--- src/hw/rtl/iefp_pkg.sv ---
package iefp_pkg;

    localparam int OP_W        = 3;
    localparam int IDX_W       = 5;
    localparam int BYTE_W      = 8;
    localparam int MP_W        = 6;
    localparam int CFG_IDX_W   = 3;
    localparam int CFG_BYTES   = 7;
    localparam int SLOTS_W     = 5;
    localparam int PAYLOAD_CAP = 60;
    localparam int IN_W        = 16;

    // Input item opcodes; the remaining codes are ignored
    typedef enum logic [OP_W-1:0] {
        OP_KEY     = 3'd0,
        OP_BUTTON  = 3'd1,
        OP_ENCODER = 3'd2,
        OP_POT     = 3'd3,
        OP_SEND    = 3'd4
    } opcode_t;

    // Configuration register indexes
    localparam logic [CFG_IDX_W-1:0] CFG_MAGIC         = 3'd0;
    localparam logic [CFG_IDX_W-1:0] CFG_FRAME_TYPE    = 3'd1;
    localparam logic [CFG_IDX_W-1:0] CFG_KEY_CODE      = 3'd2;
    localparam logic [CFG_IDX_W-1:0] CFG_ENC_CODE      = 3'd3;
    localparam logic [CFG_IDX_W-1:0] CFG_BTN_CODE      = 3'd4;
    localparam logic [CFG_IDX_W-1:0] CFG_POT_CODE      = 3'd5;
    localparam logic [CFG_IDX_W-1:0] CFG_END_CODE      = 3'd6;
    localparam logic [CFG_IDX_W-1:0] CFG_PAYLOAD_LIMIT = 3'd7;

    // Source of the next frame byte
    typedef enum logic [2:0] {
        SEL_MAGIC = 3'd0,
        SEL_TYPE  = 3'd1,
        SEL_SEQ   = 3'd2,
        SEL_LEN   = 3'd3,
        SEL_CODE  = 3'd4,
        SEL_INDEX = 3'd5,
        SEL_VALUE = 3'd6,
        SEL_END   = 3'd7
    } byte_sel_t;

    typedef struct packed {
        logic      upd;        // apply an update item
        logic      start;      // begin a frame: clear scan, latch slot count
        logic      count_step; // counting pass: tally one source, advance
        logic      scan_init;  // rewind for the emit pass
        logic      ptr_inc;    // advance the scan pointer
        logic      src_clr;    // clear the source under the pointer
        logic      seq_inc;    // advance the sequence counter
        logic      out_load;   // load the output byte register
        byte_sel_t out_sel;
    } cmd_t;

    typedef struct packed {
        logic mp_zero;
        logic ptr_end;
        logic count_full;
        logic pend;
        logic remain_zero;
        logic out_free;
    } stat_t;

endpackage

--- src/hw/rtl/iefp_ctrl.sv ---
module iefp_ctrl (
    input  logic                        aclk,
    input  logic                        aresetn,
    input  logic                        s_tvalid,
    output logic                        s_tready,
    input  logic [iefp_pkg::OP_W-1:0]   in_opcode,
    input  iefp_pkg::stat_t             stat,
    output iefp_pkg::cmd_t              cmd
);

    typedef enum logic [10:0] {
        ST_IDLE  = 11'b000_0000_0001,
        ST_COUNT = 11'b000_0000_0010,
        ST_MAGIC = 11'b000_0000_0100,
        ST_TYPE  = 11'b000_0000_1000,
        ST_SEQ   = 11'b000_0001_0000,
        ST_LEN   = 11'b000_0010_0000,
        ST_SCAN  = 11'b000_0100_0000,
        ST_CODE  = 11'b000_1000_0000,
        ST_IDX   = 11'b001_0000_0000,
        ST_VAL   = 11'b010_0000_0000,
        ST_TAIL  = 11'b100_0000_0000
    } state_t;

    state_t state_reg;
    state_t state_next;

    assign s_tready = (state_reg == ST_IDLE);

    always_ff @(posedge aclk) begin
        if (!aresetn) begin
            state_reg <= ST_IDLE;
        end else begin
            state_reg <= state_next;
        end
    end

    always_comb begin
        state_next = state_reg;
        cmd        = '0;
        unique case (state_reg)
            ST_IDLE: begin
                if (s_tvalid) begin
                    if (in_opcode == iefp_pkg::OP_SEND) begin
                        // zero payload budget: drop the send entirely
                        if (!stat.mp_zero) begin
                            cmd.start  = 1'b1;
                            state_next = ST_COUNT;
                        end
                    end else begin
                        cmd.upd = 1'b1;
                    end
                end
            end
            ST_COUNT: begin
                cmd.count_step = 1'b1;
                if (stat.ptr_end || stat.count_full) begin
                    state_next = ST_MAGIC;
                end
            end
            ST_MAGIC: begin
                if (stat.out_free) begin
                    cmd.out_load = 1'b1;
                    cmd.out_sel  = iefp_pkg::SEL_MAGIC;
                    state_next   = ST_TYPE;
                end
            end
            ST_TYPE: begin
                if (stat.out_free) begin
                    cmd.out_load = 1'b1;
                    cmd.out_sel  = iefp_pkg::SEL_TYPE;
                    state_next   = ST_SEQ;
                end
            end
            ST_SEQ: begin
                if (stat.out_free) begin
                    cmd.out_load = 1'b1;
                    cmd.out_sel  = iefp_pkg::SEL_SEQ;
                    cmd.seq_inc  = 1'b1;
                    state_next   = ST_LEN;
                end
            end
            ST_LEN: begin
                if (stat.out_free) begin
                    cmd.out_load  = 1'b1;
                    cmd.out_sel   = iefp_pkg::SEL_LEN;
                    cmd.scan_init = 1'b1;
                    state_next    = ST_SCAN;
                end
            end
            ST_SCAN: begin
                if (stat.remain_zero) begin
                    state_next = ST_TAIL;
                end else if (stat.pend) begin
                    state_next = ST_CODE;
                end else begin
                    cmd.ptr_inc = 1'b1;
                end
            end
            ST_CODE: begin
                if (stat.out_free) begin
                    cmd.out_load = 1'b1;
                    cmd.out_sel  = iefp_pkg::SEL_CODE;
                    state_next   = ST_IDX;
                end
            end
            ST_IDX: begin
                if (stat.out_free) begin
                    cmd.out_load = 1'b1;
                    cmd.out_sel  = iefp_pkg::SEL_INDEX;
                    state_next   = ST_VAL;
                end
            end
            ST_VAL: begin
                if (stat.out_free) begin
                    cmd.out_load = 1'b1;
                    cmd.out_sel  = iefp_pkg::SEL_VALUE;
                    cmd.src_clr  = 1'b1;
                    cmd.ptr_inc  = 1'b1;
                    state_next   = ST_SCAN;
                end
            end
            ST_TAIL: begin
                if (stat.out_free) begin
                    cmd.out_load = 1'b1;
                    cmd.out_sel  = iefp_pkg::SEL_END;
                    state_next   = ST_IDLE;
                end
            end
            default: begin
                state_next = ST_IDLE;
            end
        endcase
    end

endmodule

--- src/hw/rtl/iefp_dp.sv ---
module iefp_dp #(
    parameter int KEYS     = 16,
    parameter int ENCODERS = 4,
    parameter int BUTTONS  = 32,
    parameter int POTS     = 8
) (
    input  logic                            aclk,
    input  logic                            aresetn,
    input  iefp_pkg::cmd_t                  cmd,
    output iefp_pkg::stat_t                 stat,
    input  logic [iefp_pkg::OP_W-1:0]       in_opcode,
    input  logic [iefp_pkg::IDX_W-1:0]      in_index,
    input  logic [iefp_pkg::BYTE_W-1:0]     in_value,
    input  logic                            cfg_we,
    input  logic [iefp_pkg::CFG_IDX_W-1:0]  cfg_index,
    input  logic [iefp_pkg::BYTE_W-1:0]     cfg_wdata,
    output logic                            m_tvalid,
    input  logic                            m_tready,
    output logic [iefp_pkg::BYTE_W-1:0]     m_tdata,
    output logic                            m_tlast
);

    localparam int TOTAL    = KEYS + ENCODERS + BUTTONS + POTS;
    localparam int PW       = $clog2(TOTAL);
    localparam int ENC_BASE = KEYS;
    localparam int BTN_BASE = KEYS + ENCODERS;
    localparam int POT_BASE = KEYS + ENCODERS + BUTTONS;
    localparam int BW       = iefp_pkg::BYTE_W;
    localparam int SW       = iefp_pkg::SLOTS_W;

    // configuration
    logic [BW-1:0]             cfg_byte_reg [iefp_pkg::CFG_BYTES];
    logic [iefp_pkg::MP_W-1:0] payload_limit_reg;

    // pending input state
    logic [KEYS-1:0]        key_changed_reg, key_changed_next;
    logic [KEYS-1:0]        key_pressed_reg, key_pressed_next;
    logic [BUTTONS-1:0]     btn_changed_reg, btn_changed_next;
    logic [BUTTONS-1:0]     btn_pressed_reg, btn_pressed_next;
    logic signed [BW-1:0]   enc_delta_reg  [ENCODERS];
    logic signed [BW-1:0]   enc_delta_next [ENCODERS];
    logic signed [BW:0]     enc_sum        [ENCODERS];
    logic [POTS-1:0]        pot_changed_reg, pot_changed_next;
    logic [BW-1:0]          pot_value_reg  [POTS];
    logic [BW-1:0]          seq_reg;

    // scan counters
    logic [PW-1:0] ptr_reg;
    logic [SW-1:0] events_reg;
    logic [SW-1:0] remain_reg;
    logic [SW-1:0] slots_reg;

    // output byte register
    logic          out_valid_reg;
    logic [BW-1:0] out_data_reg;
    logic          out_last_reg;

    // flattened view of all sources in send order
    logic [TOTAL-1:0] pend_vec;
    logic [BW-1:0]    src_val  [TOTAL];
    logic [BW-1:0]    src_code [TOTAL];

    logic [iefp_pkg::MP_W-1:0] mp_eff;
    logic [iefp_pkg::MP_W-1:0] mp_less1;
    logic [11:0]               slots_prod;
    logic [BW-1:0]             len_byte;
    logic [BW-1:0]             byte_next;
    logic                      out_free;

    assign m_tvalid = out_valid_reg;
    assign m_tdata  = out_data_reg;
    assign m_tlast  = out_last_reg;
    assign out_free = !out_valid_reg || m_tready;

    // (payload limit - 1) / 3 as a reciprocal multiply, exact below 128
    assign mp_eff     = (payload_limit_reg > iefp_pkg::MP_W'(iefp_pkg::PAYLOAD_CAP)) ?
                        iefp_pkg::MP_W'(iefp_pkg::PAYLOAD_CAP) : payload_limit_reg;
    assign mp_less1   = mp_eff - iefp_pkg::MP_W'(1);
    assign slots_prod = 12'(mp_less1) * 12'd43;

    assign len_byte = BW'({events_reg, 1'b0}) + BW'(events_reg) + BW'(1);

    assign stat.mp_zero     = (payload_limit_reg == '0);
    assign stat.ptr_end     = (ptr_reg == PW'(TOTAL - 1));
    assign stat.count_full  = (events_reg == slots_reg);
    assign stat.pend        = pend_vec[ptr_reg];
    assign stat.remain_zero = (remain_reg == '0);
    assign stat.out_free    = out_free;

    always_comb begin
        for (int i = 0; i < KEYS; i++) begin
            pend_vec[i] = key_changed_reg[i];
            src_val[i]  = BW'(key_pressed_reg[i]);
            src_code[i] = cfg_byte_reg[iefp_pkg::CFG_KEY_CODE];
        end
        for (int i = 0; i < ENCODERS; i++) begin
            pend_vec[ENC_BASE+i] = (enc_delta_reg[i] != '0);
            src_val[ENC_BASE+i]  = enc_delta_reg[i];
            src_code[ENC_BASE+i] = cfg_byte_reg[iefp_pkg::CFG_ENC_CODE];
        end
        for (int i = 0; i < BUTTONS; i++) begin
            pend_vec[BTN_BASE+i] = btn_changed_reg[i];
            src_val[BTN_BASE+i]  = BW'(btn_pressed_reg[i]);
            src_code[BTN_BASE+i] = cfg_byte_reg[iefp_pkg::CFG_BTN_CODE];
        end
        for (int i = 0; i < POTS; i++) begin
            pend_vec[POT_BASE+i] = pot_changed_reg[i];
            src_val[POT_BASE+i]  = pot_value_reg[i];
            src_code[POT_BASE+i] = cfg_byte_reg[iefp_pkg::CFG_POT_CODE];
        end
    end

    // index byte is the position within the source's own group
    function automatic logic [BW-1:0] src_index(input logic [PW-1:0] p);
        logic [BW-1:0] pb;
        pb = BW'(p);
        if (pb < BW'(ENC_BASE)) begin
            return pb;
        end else if (pb < BW'(BTN_BASE)) begin
            return pb - BW'(ENC_BASE);
        end else if (pb < BW'(POT_BASE)) begin
            return pb - BW'(BTN_BASE);
        end
        return pb - BW'(POT_BASE);
    endfunction

    always_comb begin
        unique case (cmd.out_sel)
            iefp_pkg::SEL_MAGIC: byte_next = cfg_byte_reg[iefp_pkg::CFG_MAGIC];
            iefp_pkg::SEL_TYPE:  byte_next = cfg_byte_reg[iefp_pkg::CFG_FRAME_TYPE];
            iefp_pkg::SEL_SEQ:   byte_next = seq_reg;
            iefp_pkg::SEL_LEN:   byte_next = len_byte;
            iefp_pkg::SEL_CODE:  byte_next = src_code[ptr_reg];
            iefp_pkg::SEL_INDEX: byte_next = src_index(ptr_reg);
            iefp_pkg::SEL_VALUE: byte_next = src_val[ptr_reg];
            iefp_pkg::SEL_END:   byte_next = cfg_byte_reg[iefp_pkg::CFG_END_CODE];
            default:             byte_next = '0;
        endcase
    end

    // saturate encoder sums to -127..127
    always_comb begin
        for (int i = 0; i < ENCODERS; i++) begin
            enc_sum[i] = (BW+1)'(enc_delta_reg[i]) + (BW+1)'(signed'(in_value));
        end
    end

    always_comb begin
        key_changed_next = key_changed_reg;
        key_pressed_next = key_pressed_reg;
        btn_changed_next = btn_changed_reg;
        btn_pressed_next = btn_pressed_reg;
        pot_changed_next = pot_changed_reg;
        enc_delta_next   = enc_delta_reg;
        if (cmd.upd) begin
            unique case (in_opcode)
                iefp_pkg::OP_KEY: begin
                    for (int i = 0; i < KEYS; i++) begin
                        if (in_index == iefp_pkg::IDX_W'(i)) begin
                            key_changed_next[i] = 1'b1;
                            key_pressed_next[i] = in_value[0];
                        end
                    end
                end
                iefp_pkg::OP_BUTTON: begin
                    for (int i = 0; i < BUTTONS; i++) begin
                        if (in_index == iefp_pkg::IDX_W'(i)) begin
                            btn_changed_next[i] = 1'b1;
                            btn_pressed_next[i] = in_value[0];
                        end
                    end
                end
                iefp_pkg::OP_ENCODER: begin
                    for (int i = 0; i < ENCODERS; i++) begin
                        if (in_index == iefp_pkg::IDX_W'(i)) begin
                            if (enc_sum[i] > 9'sd127) begin
                                enc_delta_next[i] = 8'sd127;
                            end else if (enc_sum[i] < -9'sd127) begin
                                enc_delta_next[i] = -8'sd127;
                            end else begin
                                enc_delta_next[i] = enc_sum[i][BW-1:0];
                            end
                        end
                    end
                end
                iefp_pkg::OP_POT: begin
                    for (int i = 0; i < POTS; i++) begin
                        if (in_index == iefp_pkg::IDX_W'(i)) begin
                            pot_changed_next[i] = 1'b1;
                        end
                    end
                end
                default: begin
                end
            endcase
        end
        if (cmd.src_clr) begin
            for (int i = 0; i < KEYS; i++) begin
                if (ptr_reg == PW'(i)) key_changed_next[i] = 1'b0;
            end
            for (int i = 0; i < ENCODERS; i++) begin
                if (ptr_reg == PW'(ENC_BASE + i)) enc_delta_next[i] = '0;
            end
            for (int i = 0; i < BUTTONS; i++) begin
                if (ptr_reg == PW'(BTN_BASE + i)) btn_changed_next[i] = 1'b0;
            end
            for (int i = 0; i < POTS; i++) begin
                if (ptr_reg == PW'(POT_BASE + i)) pot_changed_next[i] = 1'b0;
            end
        end
    end

    always_ff @(posedge aclk) begin
        if (!aresetn) begin
            for (int i = 0; i < iefp_pkg::CFG_BYTES; i++) begin
                cfg_byte_reg[i] <= '0;
            end
            payload_limit_reg <= iefp_pkg::MP_W'(iefp_pkg::PAYLOAD_CAP);
        end else if (cfg_we) begin
            if (cfg_index == iefp_pkg::CFG_PAYLOAD_LIMIT) begin
                payload_limit_reg <= cfg_wdata[iefp_pkg::MP_W-1:0];
            end else begin
                cfg_byte_reg[cfg_index] <= cfg_wdata;
            end
        end
    end

    always_ff @(posedge aclk) begin
        if (!aresetn) begin
            key_changed_reg <= '0;
            key_pressed_reg <= '0;
            btn_changed_reg <= '0;
            btn_pressed_reg <= '0;
            pot_changed_reg <= '0;
            for (int i = 0; i < ENCODERS; i++) begin
                enc_delta_reg[i] <= '0;
            end
        end else begin
            key_changed_reg <= key_changed_next;
            key_pressed_reg <= key_pressed_next;
            btn_changed_reg <= btn_changed_next;
            btn_pressed_reg <= btn_pressed_next;
            pot_changed_reg <= pot_changed_next;
            enc_delta_reg   <= enc_delta_next;
        end
    end

    // pot readings are only read once their changed flag is set
    always_ff @(posedge aclk) begin
        if (cmd.upd && in_opcode == iefp_pkg::OP_POT) begin
            for (int i = 0; i < POTS; i++) begin
                if (in_index == iefp_pkg::IDX_W'(i)) pot_value_reg[i] <= in_value;
            end
        end
    end

    always_ff @(posedge aclk) begin
        if (!aresetn) begin
            seq_reg    <= '0;
            ptr_reg    <= '0;
            events_reg <= '0;
            remain_reg <= '0;
            slots_reg  <= '0;
        end else begin
            if (cmd.seq_inc) begin
                seq_reg <= seq_reg + BW'(1);
            end
            if (cmd.start) begin
                ptr_reg    <= '0;
                events_reg <= '0;
                slots_reg  <= slots_prod[11:7];
            end else if (cmd.count_step) begin
                ptr_reg <= ptr_reg + PW'(1);
                if (pend_vec[ptr_reg] && (events_reg != slots_reg)) begin
                    events_reg <= events_reg + SW'(1);
                end
            end else if (cmd.scan_init) begin
                ptr_reg    <= '0;
                remain_reg <= events_reg;
            end else begin
                if (cmd.ptr_inc) begin
                    ptr_reg <= ptr_reg + PW'(1);
                end
                if (cmd.src_clr) begin
                    remain_reg <= remain_reg - SW'(1);
                end
            end
        end
    end

    always_ff @(posedge aclk) begin
        if (!aresetn) begin
            out_valid_reg <= 1'b0;
        end else if (cmd.out_load) begin
            out_valid_reg <= 1'b1;
        end else if (m_tready) begin
            out_valid_reg <= 1'b0;
        end
    end

    always_ff @(posedge aclk) begin
        if (cmd.out_load) begin
            out_data_reg <= byte_next;
            out_last_reg <= (cmd.out_sel == iefp_pkg::SEL_END);
        end
    end

endmodule

--- src/hw/rtl/input_event_frame_packer_core.sv ---
// Channel   Dir  Width  Contents
// s_axis    in   16     opcode, index, value: key/button/encoder/pot update or send
// m_axis    out  8+1    frame byte, tlast on the end marker
// cfg       in   3+8    register index, write data
//
// An update item is taken directly in the idle state. A send item runs a counting
// pass over the sources in send order, ending early once the payload is full,
// then emits one byte per cycle while the output is free, pausing while the
// shared scan pointer steps over skipped sources, before each event and before
// the end marker. The output byte register lets a new item in while the end
// byte waits. Reset is synchronous, active low, and clears all flags and deltas.
module input_event_frame_packer_core #(
    parameter int KEYS     = 16,
    parameter int ENCODERS = 4,
    parameter int BUTTONS  = 32,
    parameter int POTS     = 8
) (
    input  logic                            aclk,
    input  logic                            aresetn,
    input  logic                            s_tvalid,
    output logic                            s_tready,
    input  logic [iefp_pkg::IN_W-1:0]       s_tdata,  // opcode[2:0], index[7:3], value[15:8]
    output logic                            m_tvalid,
    input  logic                            m_tready,
    output logic [iefp_pkg::BYTE_W-1:0]     m_tdata,  // frame_byte[7:0]
    output logic                            m_tlast,
    input  logic                            cfg_we,
    input  logic [iefp_pkg::CFG_IDX_W-1:0]  cfg_index,
    input  logic [iefp_pkg::BYTE_W-1:0]     cfg_wdata
);

    logic [iefp_pkg::OP_W-1:0]   in_opcode;
    logic [iefp_pkg::IDX_W-1:0]  in_index;
    logic [iefp_pkg::BYTE_W-1:0] in_value;
    iefp_pkg::cmd_t              cmd;
    iefp_pkg::stat_t             stat;

    assign in_opcode = s_tdata[2:0];
    assign in_index  = s_tdata[7:3];
    assign in_value  = s_tdata[15:8];

    iefp_ctrl u_ctrl (
        .aclk      (aclk),
        .aresetn   (aresetn),
        .s_tvalid  (s_tvalid),
        .s_tready  (s_tready),
        .in_opcode (in_opcode),
        .stat      (stat),
        .cmd       (cmd)
    );

    iefp_dp #(
        .KEYS     (KEYS),
        .ENCODERS (ENCODERS),
        .BUTTONS  (BUTTONS),
        .POTS     (POTS)
    ) u_dp (
        .aclk      (aclk),
        .aresetn   (aresetn),
        .cmd       (cmd),
        .stat      (stat),
        .in_opcode (in_opcode),
        .in_index  (in_index),
        .in_value  (in_value),
        .cfg_we    (cfg_we),
        .cfg_index (cfg_index),
        .cfg_wdata (cfg_wdata),
        .m_tvalid  (m_tvalid),
        .m_tready  (m_tready),
        .m_tdata   (m_tdata),
        .m_tlast   (m_tlast)
    );

endmodule
--- config.mk ---
export PLATFORM = sky130hd
export DESIGN_NAME = input_event_frame_packer_core
export DESIGN_NICKNAME = d
export VERILOG_FILES = /design/src/hw/rtl/iefp_pkg.sv /design/src/hw/rtl/iefp_ctrl.sv /design/src/hw/rtl/iefp_dp.sv /design/src/hw/rtl/input_event_frame_packer_core.sv
export SDC_FILE = /design/constraint.sdc
export NUM_CORES = 1
export LEC_CHECK = 0
export ABC_CLOCK_PERIOD_IN_PS = 4800
export BUFFER_PORTS_ARGS = -buffer_cell sky130_fd_sc_hd__buf_2
export CAP_MARGIN = 25
export CORE_MARGIN = 2
export CORE_UTILIZATION = 35
export CTS_BUF_LIST = sky130_fd_sc_hd__clkbuf_8
export CTS_CLUSTER_DIAMETER = 50
export DETAILED_ROUTE_END_ITERATION = 8
export PLACE_DENSITY = 0.57
export REMOVE_ABC_BUFFERS = 1
export SKIP_LAST_GASP = 1
export SYNTH_ARGS = -nofsm -noshare
export SYNTH_HDL_FRONTEND = slang
export SYNTH_SLANG_ARGS = --single-unit
--- constraint.sdc ---
create_clock -name aclk -period 4.8 [get_ports aclk]
set_clock_uncertainty 0.1 [all_clocks]
set_input_delay 0.48 -clock aclk [delete_from_list [all_inputs] [get_ports aclk]]
set_output_delay 0.48 -clock aclk [all_outputs]
set_load 0.01 [all_outputs]
==> impl_metrics.tcl <==
set metrics [dict create \
    status "completed" \
    clock_sinks 312 \
    drv_cap 0 \
    switching_share 0.243 \
    path_clk_slew_ps 60 \
    die_y_microns 225 \
    drtIter0Drc 1242 \
    post_dp_cell_area_sq_mm 0.0179 \
    hp-class "input port to flop" \
    worstPathMaxFanout 7 \
    max_slew_margin 0.310 \
    grt_pass1_wl_microns 76500 \
    fill_cells 4827 \
    largest_register_ffs 64 \
    cts-htree-levels 2 \
    ys.flop_type "dfxtp_1" \
    insertedDiodeCount 0 \
    ys_types 85 \
    wl_microns 49400 \
    finalHoldViolCount 0 \
    synth_top_area_frac 0.223 \
    rows 81 \
    sequentialPowerShare 0.488 \
    fin_area_sq_mm 0.0192 \
    powerDensity_mw_per_mm2 299 \
    yosysWarningCount 0 \
    timing.final.crit_period_ps 4410 \
    synth_edf_count 121 \
    ff2ff_setup_slack_ps 390 \
    synthesis.instances 1741 \
    r2r_end "u_dp.slots_reg[4]" \
    io_pins 43 \
    setup_viol 0 \
    dr.pass1.iters 5 \
    p_switching_w 0.00140 \
    syn_to_final_growth_pct 11.9 \
    rsz0062_at_grt "no" \
    r2r_start "u_dp.payload_limit_reg[0]" \
    p_leak_nw 7.23 \
    setup.worst_path.end_class "flop" \
    synth_area_leaders "dfxtp_1, edfxtp_1, ha_1" \
    finalWeightedCongestion 0.880 \
    synthArstFlopShare 0 \
    crit_chain "or4_1, xnor2_2, ha_1, ha_1, inv_1, fa_1, inv_1, ha_1, a41o_1, a21o_1, a21oi_1, o21ai_1, o21ai_0, nand2b_1, xnor2_1, a22o_1" \
    grt_use_total 0.196 \
    path_common_cell "ha_1" \
    met2_wirelength_microns 22300 \
    clk_latency_ps 640 \
    die_width_microns 225 \
    grt_start_max_net_pins 57 \
    synth_area_sq_mm 0.0171 \
    wl_per_cell_microns 20.1 \
    root_buffer "clkbuf_8" \
    numCtsBuffers 56 \
    fin_nets 1909 \
    dp_hpwl_microns 35400 \
    core_sq_mm 0.0486 \
    synth_seq_cells 312 \
    min_to "u_dp.cfg_byte_reg[6][1]" \
    first_global_vias 13400 \
    antenna_found_initial 1 \
    criticalPathCategory "flop to flop" \
    worst_setup_path_start_kind "flop" \
    power.share.combinational 0.059 \
    arrival_ps 4850 \
    highest_layer "met4" \
    antenna_left 0 \
    grt_overflow 0 \
    finalSetupTns_ps 0 \
    ys_seq_area_frac 0.435 \
    avgSynthCellArea_sq_um 9.84 \
    wl_met3_microns 3650 \
    min_from "cfg_wdata[1]" \
    cpMaxStageDelayCell "or4_1" \
    synth_commonest_cells "nor2_1, dfxtp_1, nand2_1" \
    ir_worst_vdd_uv 147 \
    vias 13700 \
    via_per_inst 5.56 \
    min_path_cells 3 \
    drc 0 \
    dieArea_sq_mm 0.0507 \
    yosysMostFrequentCell "nor2_1" \
    intPower_w 0.00434 \
    cpPeakStageDelay_ps 660 \
    tightest_slew_ps 1030 \
    cts_buffer_depth 3 \
    drive_gt1_frac 0.117 \
    p_clk_frac 0.453 \
    cp.required_ps 5240 \
    numPortBuffers 42 \
    start_util 0.352 \
    cts_tree "yes" \
    fmax_mhz 227 \
    yosys.area.top_type "dfxtp_1" \
    drv_slew 0 \
    reg2reg_depth 16 \
    wl_met1_microns 22200 \
    finalCritPeriodShare 0.919 \
]
==> cell usage in the layout (no fill, tap or decap), drive strengths merged, types with 7 or more instances in the layout <==
| master | synthesis | routed |
|---|---|---|
| dfxtp | 191 | 191 |
| clkinv | 2 | 12 |
| or4 | 9 | 9 |
| mux4 | 53 | 53 |
| nor4 | 22 | 22 |
| o221a | 12 | 12 |
| a22oi | 18 | 18 |
| buf | 28 | 71 |
| o21bai | 7 | 7 |
| a211oi | 37 | 37 |
| o21a | 8 | 8 |
| a211o | 11 | 11 |
| mux2i | 48 | 48 |
| a21oi | 92 | 92 |
| o211ai | 11 | 11 |
| o21ai | 105 | 105 |
| maj3 | 7 | 7 |
| nand2b | 14 | 14 |
| xnor2 | 37 | 37 |
| o22ai | 14 | 14 |
| a21o | 12 | 12 |
| nand3 | 51 | 51 |
| nand4 | 23 | 23 |
| and3 | 14 | 14 |
| nor3 | 24 | 24 |
| nand2 | 172 | 172 |
| xor2 | 26 | 26 |
| ha | 78 | 78 |
| nor2b | 16 | 16 |
| inv | 56 | 80 |
| a22o | 9 | 9 |
| or3 | 7 | 7 |
| fa | 9 | 9 |
| edfxtp | 121 | 121 |
| nor2 | 258 | 258 |
| clkbuf | 58 | 65 |
==> worst max-delay path by stage <==
stage | startpoint | to | cells after the start
3_3_place_gp | u_dp.payload_limit_reg[0] | u_dp.slots_reg[4] | 16
2_1_floorplan | u_dp.ptr_reg[0] | u_ctrl.state_reg[9] | 8
4_1_cts | u_dp.payload_limit_reg[0] | u_dp.slots_reg[4] | 16
5_1_grt | u_dp.payload_limit_reg[0] | u_dp.slots_reg[4] | 16
3_5_place_dp | u_dp.payload_limit_reg[0] | u_dp.slots_reg[4] | 16
6_report | u_dp.payload_limit_reg[0] | u_dp.slots_reg[4] | 16
==> through the flow <==
step	setup slack (ps)	hold WS [ps]	std cells	total power (W)	util
global route	12.9	27.6	2459	0.00595	0.394
detailed placement	284	352	2348	0.00319	0.369
global placement	356	350	2348	0.00318	0.369
finish	389	45.7	2459	0.00573	0.394
CTS	277	12.9	2459	0.00578	0.394
floorplan	257	330	1655	0.00305	-
==> kinds of logic after synthesis <==
kind of cell,synth area share
XOR/XNOR,0.0322
multiplexers,0.101
buffers and inverters,0.0372
AO/OA/AOI/OAI,0.146
flip-flops,0.435
adder cells (fa/ha/maj),0.0716
AND/OR/NAND/NOR,0.176
==> routing by layer <==
metal  up-vias  GRT usage
li1       6538          -
met4         0     0.0620
met2       416      0.311
met1      6632      0.264
met5         -          0
met3        96     0.0451
==> layout make-up <==
| class | count | area [sq um] | share of cell area |
|---|---|---|---|
| Clock buffer | 65 | 895 | 0.0466 |
| Inverter | 58 | 219 | 0.0114 |
| Tap cell | 622 | 778 | 0.0406 |
| Timing Repair Buffer | 77 | 500 | 0.0261 |
| Clock inverter | 40 | 268 | 0.0140 |
| Multi-Input combinational cell | 1285 | 9050 | 0.472 |
| Sequential cell | 312 | 7460 | 0.389 |
==> power groups by stage <==
stage               clock [W]  sequential [W]  combinational [W]
finish                0.00260         0.00280           0.000338
global route          0.00277         0.00280           0.000379
CTS                   0.00264         0.00280           0.000339
detailed placement          0         0.00285           0.000334
global placement            0         0.00285           0.000329
floorplan                   0         0.00285           0.000205
==> worst max-delay path, delay by kind of cell (launching register included) <==
| family | cells | cell delay (ps) |
|---|---|---|
| adders and majority gates | 4 | 1350 |
| buffers and inverters | 2 | 90 |
| and+or+nand+nor | 2 | 750 |
| xor gates and xnor gates | 2 | 390 |
| AOI/OAI and AO/OA | 6 | 1270 |
| DFF | 1 | 360 |
==> what timing repair did <==
item,4_1_cts,5_1_grt
resized for setup,0,1
endpoints found under the hold margin,6,0
hold buffers,6,0
buffers inserted,0,0
endpoints found under the setup margin,0,1
(Power assumes the default switching activity.)
